## src/rtl/core/asc_pkg.sv

```systemverilog
// Shared types and constants for the Annex-B start code splitter.
package asc_pkg;

   localparam logic [7:0] BYTE_ZERO    = 8'h00;
   localparam logic [7:0] BYTE_ONE     = 8'h01;
   localparam logic [2:0] PREFIX_THREE = 3'd3;
   localparam logic [2:0] PREFIX_FOUR  = 3'd4;
   localparam int unsigned QUEUE_DEPTH = 4;
   localparam int unsigned QPTR_BITS   = 2;

   typedef struct packed {
      logic [31:0] unit_offset;
      logic [31:0] unit_length;
      logic [2:0]  prefix_length;
      logic        stream_final;
      logic        run_last;
   } desc_type;

   typedef struct packed {
      logic [1:0] count;
      desc_type   first;
      desc_type   second;
   } push_type;

endpackage

```

## src/rtl/core/annexb_start_code_splitter.sv

```systemverilog
// Top level of the Annex-B start code splitter.
// Each descriptor is registered into the queue and offered on rsp_ from its head.
// Throughput: one byte per cycle while req_ready is high; a byte closing one unit and
// ending the stream yields two descriptors, drained one per cycle while rsp_ready is
// high, through a four-entry queue. req_ready is high while it holds at most two.
// Reset (synchronous): position, zero run and open unit cleared, queue emptied.
module annexb_start_code_splitter #(
   parameter int POSITION_BITS = 32
) (
   input  logic        clock,
   input  logic        reset,
   input  logic        req_valid,
   output logic        req_ready,
   input  logic [7:0]  req_stream_byte,
   input  logic        req_end_of_stream,
   output logic        rsp_valid,
   input  logic        rsp_ready,
   output logic [31:0] rsp_unit_offset,
   output logic [31:0] rsp_unit_length,
   output logic [2:0]  rsp_prefix_length,
   output logic        rsp_stream_final,
   output logic        rsp_run_last
);
   import asc_pkg::*;

   push_type   push;
   desc_type   head;
   logic [2:0] count;
   logic       accept;

   assign req_ready = (count <= 3'd2);
   assign accept    = req_valid && req_ready;
   assign rsp_valid = (count != 3'd0);

   asc_scanner #(
      .POSITION_BITS(POSITION_BITS)
   ) u_scanner (
      .clock        (clock),
      .reset        (reset),
      .accept       (accept),
      .stream_byte  (req_stream_byte),
      .end_of_stream(req_end_of_stream),
      .push         (push)
   );

   asc_queue u_queue (
      .clock(clock),
      .reset(reset),
      .push (push),
      .pop  (rsp_valid && rsp_ready),
      .count(count),
      .head (head)
   );

   assign rsp_unit_offset   = head.unit_offset;
   assign rsp_unit_length   = head.unit_length;
   assign rsp_prefix_length = head.prefix_length;
   assign rsp_stream_final  = head.stream_final;
   assign rsp_run_last      = head.run_last;

endmodule

```

## src/rtl/core/asc_scanner.sv

```systemverilog
// Start code detection, unit tracking and descriptor formation per byte beat.
module asc_scanner #(
   parameter int POSITION_BITS = 32
) (
   input  logic                clock,
   input  logic                reset,
   input  logic                accept,
   input  logic [7:0]          stream_byte,
   input  logic                end_of_stream,
   output asc_pkg::push_type   push
);
   import asc_pkg::*;

   localparam int P  = POSITION_BITS;
   localparam int LW = P + 1;
   localparam int EW = (LW > 32) ? LW : 33;

   logic [P-1:0] pos_ff, pos_in;
   logic [1:0]   zero_run_ff, zero_run_in;
   logic         unit_open_ff, unit_open_in;
   logic [P-1:0] open_start_ff, open_start_in;
   logic         open_four_ff, open_four_in;

   logic         start_hit, four, close_v, eos_v;
   logic [P-1:0] start, ustart, close_len;
   logic         ufour;
   logic [LW-1:0] pos_inc, eos_len;
   logic [EW-1:0] off_a_x, len_a_x, off_b_x, len_b_x;
   desc_type     close_d, eos_d;

   function automatic logic [31:0] clamp32(input logic [EW-1:0] v);
      clamp32 = (|v[EW-1:32]) ? 32'hFFFF_FFFF : v[31:0];
   endfunction

   always_comb begin
      start_hit = (stream_byte == BYTE_ONE) && zero_run_ff[1];
      four      = (zero_run_ff == 2'd3);
      if (four) begin
         start = (pos_ff >= P'(3)) ? pos_ff - P'(3) : '0;
      end else begin
         start = (pos_ff >= P'(2)) ? pos_ff - P'(2) : '0;
      end
      close_v   = start_hit && unit_open_ff;
      close_len = (start >= open_start_ff) ? start - open_start_ff : '0;
      ustart    = start_hit ? start : open_start_ff;
      ufour     = start_hit ? four : open_four_ff;
      eos_v     = end_of_stream && (unit_open_ff || start_hit);
      pos_inc   = LW'(pos_ff) + LW'(1);
      eos_len   = (LW'(ustart) <= pos_inc) ? pos_inc - LW'(ustart) : '0;

      off_a_x = EW'(open_start_ff);
      len_a_x = EW'(close_len);
      off_b_x = EW'(ustart);
      len_b_x = EW'(eos_len);

      close_d.unit_offset   = clamp32(off_a_x);
      close_d.unit_length   = clamp32(len_a_x);
      close_d.prefix_length = open_four_ff ? PREFIX_FOUR : PREFIX_THREE;
      close_d.stream_final  = 1'b0;
      close_d.run_last      = !eos_v;

      eos_d.unit_offset   = clamp32(off_b_x);
      eos_d.unit_length   = clamp32(len_b_x);
      eos_d.prefix_length = ufour ? PREFIX_FOUR : PREFIX_THREE;
      eos_d.stream_final  = 1'b1;
      eos_d.run_last      = 1'b1;

      push.count  = {1'b0, close_v} + {1'b0, eos_v};
      push.first  = close_v ? close_d : eos_d;
      push.second = eos_d;
      if (!accept) begin
         push.count = 2'd0;
      end

      pos_in        = (&pos_ff) ? pos_ff : pos_inc[P-1:0];
      zero_run_in   = (stream_byte == BYTE_ZERO) ?
                      ((zero_run_ff == 2'd3) ? zero_run_ff : zero_run_ff + 2'd1) : 2'd0;
      unit_open_in  = unit_open_ff || start_hit;
      open_start_in = ustart;
      open_four_in  = ufour;
      if (end_of_stream) begin
         pos_in        = '0;
         zero_run_in   = 2'd0;
         unit_open_in  = 1'b0;
         open_start_in = '0;
         open_four_in  = 1'b0;
      end
   end

   always_ff @(posedge clock) begin
      if (reset) begin
         pos_ff        <= '0;
         zero_run_ff   <= 2'd0;
         unit_open_ff  <= 1'b0;
         open_start_ff <= '0;
         open_four_ff  <= 1'b0;
      end else if (accept) begin
         pos_ff        <= pos_in;
         zero_run_ff   <= zero_run_in;
         unit_open_ff  <= unit_open_in;
         open_start_ff <= open_start_in;
         open_four_ff  <= open_four_in;
      end
   end

endmodule

```

## src/rtl/core/asc_queue.sv

```systemverilog
// Four-entry descriptor queue taking up to two descriptors per beat.
module asc_queue (
   input  logic                clock,
   input  logic                reset,
   input  asc_pkg::push_type   push,
   input  logic                pop,
   output logic [2:0]          count,
   output asc_pkg::desc_type   head
);
   import asc_pkg::*;

   desc_type             mem_ff [QUEUE_DEPTH];
   logic [QPTR_BITS-1:0] wr_ptr_ff, wr_ptr_in, rd_ptr_ff, rd_ptr_in;
   logic [2:0]           count_ff, count_in;
   logic [QPTR_BITS-1:0] wr_next;

   always_comb begin
      wr_next   = wr_ptr_ff + QPTR_BITS'(1);
      wr_ptr_in = wr_ptr_ff + QPTR_BITS'(push.count);
      rd_ptr_in = pop ? rd_ptr_ff + QPTR_BITS'(1) : rd_ptr_ff;
      count_in  = count_ff + 3'(push.count) - 3'(pop);
   end

   always_ff @(posedge clock) begin
      if (reset) begin
         wr_ptr_ff <= '0;
         rd_ptr_ff <= '0;
         count_ff  <= 3'd0;
      end else begin
         wr_ptr_ff <= wr_ptr_in;
         rd_ptr_ff <= rd_ptr_in;
         count_ff  <= count_in;
      end
   end

   always_ff @(posedge clock) begin
      if (push.count != 2'd0) begin
         mem_ff[wr_ptr_ff] <= push.first;
      end
      if (push.count == 2'd2) begin
         mem_ff[wr_next] <= push.second;
      end
   end

   assign count = count_ff;
   assign head  = mem_ff[rd_ptr_ff];

endmodule

```

## config.mk

```make
export PLATFORM = sky130hd
export DESIGN_NAME = annexb_start_code_splitter
export DESIGN_NICKNAME = d
export VERILOG_FILES = /design/src/rtl/core/asc_pkg.sv /design/src/rtl/core/annexb_start_code_splitter.sv /design/src/rtl/core/asc_scanner.sv /design/src/rtl/core/asc_queue.sv
export SDC_FILE = /design/constraint.sdc
export NUM_CORES = 1
export LEC_CHECK = 0
export ABC_CLOCK_PERIOD_IN_PS = 7000
export BUFFER_PORTS_ARGS = -buffer_cell sky130_fd_sc_hd__clkbuf_2
export CAP_MARGIN = 20
export CORE_UTILIZATION = 45
export DETAILED_ROUTE_END_ITERATION = 6
export PLACE_DENSITY_LB_ADDON = 0.2
export SKIP_CTS_REPAIR_TIMING = 1
export SYNTH_ARGS = -nofsm -noshare
export SYNTH_HDL_FRONTEND = slang
export SYNTH_SLANG_ARGS = --single-unit
```

## constraint.sdc

```tcl
create_clock -name clock -period 7 [get_ports clock]
set_clock_uncertainty 0.1 [all_clocks]
set_input_delay 0.7 -clock clock [delete_from_list [all_inputs] [get_ports clock]]
set_output_delay 0.7 -clock clock [all_outputs]
set_load 0.05 [all_outputs]
```

== Word-level counts from Yosys, hierarchy flattened ==
Memories as Yosys holds them, arrays and structs flattened. A register that Yosys moved wholly into a read port is not among the register bits.
Index checks and enable logic that the tools add are counted.

* Bits in registers: 75
* Latch bits: 0
* RAM bits: 276
* Bits in read-only memories: 0
* Bits of input ports: 13
* Output and inout port bits: 71
* Logic and storage cells: 70
* Memories kept: 1

{| class="wikitable"
|+ Memory list
! name !! words !! bits a word !! rd ports !! clocked after memory_dff !! wr ports !! RTL line !! RTL
|-
| u_queue.mem_ff || 4 || 69 || 1 || 1 || 2 || asc_queue.sv:12 || <nowiki>desc_type mem_ff [QUEUE_DEPTH];</nowiki>
|}

* Add/subtract/negate cells: 12
* Multiply operators: 0
* Divide/modulo/power cells: 0
* Magnitude comparators: 5
* Equality and inequality tests: 5
* Shift-type cells: 0
* Muxes and demuxes: 26
* Bitwise operators: 0
* Reduce and logical (&&, ||, !) cells: 13

{| class="wikitable"
|+ Operators by type and width
! cell !! number
|-
| two-way mux 32 bit || 9
|-
| two-way mux 69 bit || 1
|-
| >= comparator 32 x 2 -> 1 bit, second input constant || 2
|-
| subtractor 32 x 2 -> 32 bit, second input constant || 2
|-
| adder 32 x 1 -> 33 bit, second input constant || 1
|-
| <= comparator 32 x 33 -> 1 bit || 1
|-
| two-way mux 33 bit || 1
|-
| subtractor 33 x 32 -> 33 bit || 1
|-
| >= comparator 32 bit || 1
|-
| AND reduction 32 bit || 1
|-
| subtractor 32 bit || 1
|-
| two-way mux 2 bit || 6
|-
| equality test 8 x 1 -> 1 bit, second input constant || 1
|-
| logical NOT 8 bit || 1
|-
| two-way mux 1 bit || 7
|-
| adder 2 x 1 -> 2 bit, second input constant || 3
|-
| two-way mux 3 bit || 2
|-
| logical AND 1 bit || 5
|-
| equality test 2 bit, second input constant || 2
|-
| AND reduction 2 bit || 2
|-
| adder 3 x 2 -> 3 bit || 1
|-
| <= comparator 3 x 2 -> 1 bit, second input constant || 1
|-
| != test 3 bit, second input constant || 1
|-
| nonzero test 3 bit || 1
|-
| 7 further kinds || 7
|}

== Longest topological paths before layout ==
* Depth after elaboration: 9
* Mapped depth: 24
* Depth with buffers taken out: 20

== Modules after synthesis ==
A second synthesis with hierarchy kept.

* Cells, all modules: 2116
* Area, all modules: 23538.8 sq um

{| class="wikitable"
|+ Modules (own cells, without submodules)
! module !! times used !! cells each !! area an instance (sq um)
|-
| asc_queue || 1 || 714 || 13738.2
|-
| asc_scanner || 1 || 1398 || 9769.4
|-
| annexb_start_code_splitter || 1 || 4 || 31.3
|}

== Least setup slack after synthesis ==
No wires, ideal clock.

* Path kind: input to register
* Start point: input port req_stream_byte[5]
* End point: memory u_queue.mem_ff[1][54] (netlist name), data pin
* Setup time: 280 ps
* Data arrival time: 5381 ps
* Setup slack: 1239 ps
* Stages on the path: 16
* Cell sequence: nor4_1 -> nand2_1 -> nor2_1 -> buf_1 -> buf_1 -> o21a_1 -> ha_1 -> clkbuf_1 -> nor2_1 -> or3_1 -> clkbuf_1 -> nand2_1 -> a22o_1 -> inv_1 -> clkbuf_1 -> o22ai_1

{| class="wikitable"
|+ RTL lines
! element !! RTL line !! RTL
|-
| start: declaration || annexb_start_code_splitter.sv:14 || <nowiki>input logic [7:0] req_stream_byte,</nowiki>
|-
| end: declaration || asc_queue.sv:12 ||
|}

==> flow_metrics.py <==
metrics = {
    "critical_path": {
        "critPathBufInv": 1,
        "reg2reg_setup_slack_ps": 400,
        "crit_arrival_ps": 6770,
        "start_kind": "register",
        "crit_chain": "nor3_1 -> nand4_1 -> nor2_2 -> a21o_1 -> o22ai_1 -> mux2i_4 -> inv_1 -> ha_1 -> and3_1 -> nand2_1 -> a211oi_1 -> o21ai_0 -> o31ai_1 -> a41oi_1 -> xor2_1 -> o22ai_1",
        "cp-startpoint": "u_scanner.pos_ff[3]",
        "timing.rr.end": "u_queue.mem_ff[1][30]",
        "crit_top_cell": "o22ai_1",
        "slowest_delay_ps": 700,
        "end_kind": "register",
        "cp_top_family": "compound AO/OA/AOI/OAI gates",
        "crit_type": "reg -> reg",
        "cp-endpoint": "u_queue.mem_ff[1][30]",
        "cp.required_ps": 7170,
        "reg2regPathDepth": 16,
        "cp_max_fo": 14,
        "worstReg2RegStart": "u_scanner.pos_ff[3]",
        "slowest_stage": "o31ai_1",
        "cp.depth": 16,
    },
    "power_and_ir_drop": {
        "power_mw": 7.11,
        "ir_worst_vdd_v": 0.000219,
        "p_per_area_nw_per_um2": 296,
        "leakage_nw": 8.45,
    },
    "detailed_routing": {
        "wire_per_inst_um": 26.8,
        "antenna_left": 0,
        "routed_via_density": 6.56,
        "drtPass1Iterations": 7,
        "dr_total_vias": 18892,
        "drc_errors": 3,
        "drt_iter0_drc": 2375,
        "wirelength_um": 77100,
    },
    "sta": {
        "slew_headroom_pct": 27.7,
        "grt_setup_unrepaired": "no",
        "fin_crit_sh_pct": 94.3,
        "fmax_mhz": 152,
        "period_needed_ps": 6600,
        "timing.setup.tns_ps": 0,
        "finalWorstSetupSlack_ps": 400,
        "hold_slack_ps": 369,
        "setup_violations": 0,
        "slew_violations": 0,
        "tightestPinTransition_ps": 1070,
        "hold_viol": 0,
    },
    "floorplan": {
        "io_pins": 84,
        "initial_core_util_pct": 45.9,
        "fp.dieW_um": 221,
        "die_y_um": 221,
        "die_area_um2": 48700,
        "num_rows": 79,
        "core-area_um2": 46900,
    },
    "clock_network": {
        "cts.clk_slew.worst_paths_ps": 60,
        "worstSkewPairLatency_ps": 570,
        "root_buffer": "clkbuf_16",
        "clk_path_buf_depth": 3,
        "htree_levels": 2,
        "cts_tree": "built",
        "cts.sinks": 349,
        "cts_buffers": 40,
    },
    "logic_synthesis": {
        "synthCells": 2191,
        "synth_seq_area_share_pct": 44.8,
        "syn_area_um2": 21500,
        "syn_area_per_cell_um2": 9.82,
        "synthXorXnorAreaFrac_pct": 3.58,
        "yosysWarnings": 0,
        "synthAdderAreaFrac_pct": 4.64,
        "synth-async-reset-ratio_pct": 0,
        "synth_ff_type": "edfxtp_1",
        "synth-seq-cells": 349,
        "synthMuxAreaShare_pct": 8.70,
        "synth_top_cell_area_share_pct": 36.9,
        "synth_top_family_by_area": "compound AO/OA/AOI/OAI gates",
        "synth-edff-count": 264,
        "synth-compound-area-share_pct": 20.5,
        "synthTopCellsByArea": "edfxtp_1, dfxtp_1, mux4_2, o22ai_1, ha_1",
        "synth_nets": 2282,
        "synthSimpleGateAreaFrac_pct": 13.4,
        "ys_types": 79,
        "yosys.area.top_type": "edfxtp_1",
    },
    "placement": {
        "place_congestion": 0.996,
        "io_buffers": 83,
        "place_ws_ps": 677,
        "dp_hpwl_um": 55200,
    },
    "cells_and_area": {
        "area_growth_pct": 11.9,
        "layout-drive-gt1-share_pct": 15.1,
        "n_fill_cell": 4290,
        "regArea_um2": 9630,
        "fin_nets": 2333,
        "multi_input_area_um2": 11000,
        "num_antenna_cells": 0,
    },
    "grt": {
        "antenna_found_initial": 0,
        "grt_pass1_vias": 17650,
        "grt_pass1_wl_um": 113000,
        "track_usage_pct": 31.5,
        "grt_overflow": 0,
        "grt_max_degree": 68,
    },
    "flow_run": {
        "drv_cap": 0,
    },
    "hold_path": {
        "min_path_cells": 1,
        "min_path_type": "reg -> reg",
    },
    "run_status": {
        "violations": "DRC",
        "status": "complete, but fails checks",
    },
}
-- Yosys cell counts (all sizes together), types with 7 or more instances --
cell / number
o21ai: 179
inv: 86
o21bai: 12
a22o: 11
dfxtp: 85
and2: 14
nand3: 41
xor2: 27
a21o: 46
edfxtp: 264
nor3: 53
a31oi: 15
nand4: 26
buf: 32
and3: 18
nor2: 182
o22ai: 196
nor4: 16
o21a: 8
a22oi: 29
or2: 7
clkbuf: 122
mux4: 68
o211ai: 7
mux2i: 23
nand2b: 13
ha: 75
or3: 11
a21oi: 145
nand2: 222
a211oi: 10
xnor2: 61
nor2b: 9
-- cell usage in the layout, fill, tap and decap left out, types with 76 or more instances in the layout --
cell type | netlist | layout
clkbuf_2 | 0 | 83
edfxtp_1 | 264 | 264
buf_4 | 3 | 76
o21ai_0 | 159 | 159
a21oi_1 | 141 | 141
nor2_1 | 181 | 180
nand2_1 | 222 | 219
o22ai_1 | 195 | 195
inv_1 | 85 | 84
dfxtp_1 | 85 | 83
-- through the flow --
step,util [%],instances,area (µm²)
floorplan,-,2191,21500
global placement,48.6,2806,22700
detailed placement,48.6,2807,22800
CTS,51.3,2879,24100
global route,51.4,2879,24100
finish,51.4,2879,24100
-- worst reg2reg max path, delay by kind of cell, from the launching register on --
| family | cells | cell delay (ps) |
|---|---|---|
| compound gates | 7 | 2550 |
| xor+xnor | 1 | 550 |
| fa+ha+maj | 1 | 410 |
| buf+inv | 1 | 150 |
| flops | 1 | 440 |
| mux | 1 | 490 |
| simple gates | 5 | 1630 |
-- logic make-up after synthesis --
family | Yosys count
AOI/OAI and AO/OA | 709
and+or+nand+nor | 630
DFF | 349
buffers and inverters | 240
muxes | 97
xor gates and xnor gates | 88
adders and majority gates | 78
-- cell type report --
class	instances	area share [%]
Clock inverter	20	0.764
Multi-Input combinational cell	1602	45.6
Timing Repair Buffer	163	4.43
Sequential cell	349	40.0
Tap cell	607	3.16
Clock buffer	52	4.65
Inverter	86	1.34
-- registers in the layout (all words and copies together) (netlist names), named ones only --
name,cells
u_scanner.open_start_ff,32
u_scanner.pos_ff,32
u_queue.rd_ptr_ff,2
u_queue.count,3
u_scanner.zero_run_ff,2
u_queue.wr_ptr_ff,2
u_queue.mem_ff,272
u_scanner.unit_open_ff,1
u_scanner.open_four_ff,1
-- worst min-delay path by stage --
stage	endpoint	startpoint	slack, ps
6_report	u_queue.mem_ff[3][0]	u_queue.mem_ff[3][0]	370
5_1_grt	u_queue.mem_ff[3][0]	u_queue.mem_ff[3][0]	380
4_1_cts	u_queue.mem_ff[3][0]	u_queue.mem_ff[3][0]	370
3_5_place_dp	u_queue.mem_ff[3][0]	u_queue.mem_ff[3][0]	360
3_3_place_gp	u_queue.mem_ff[3][0]	u_queue.mem_ff[3][0]	340
2_1_floorplan	u_queue.mem_ff[2][0]	u_queue.mem_ff[2][0]	330
-- routing by layer --
metal  track usage [%]  routed length [µm]
met1              43.2               31700
met2              50.3               35700
met3              3.59                6280
met4              13.4                3430
met5                 0                   0
-- power by group --
group | total [mW] | switching, mW | leakage (nW) | internal [mW]
combinational | 2.72 | 1.87 | 4.98 | 0.842
clock | 2.10 | 0.866 | 0.648 | 1.24
sequential | 2.29 | 0.0790 | 2.82 | 2.21
total | 7.11 | 2.82 | 8.45 | 4.29
No activity file was read; power rests on OpenSTA's default activity.
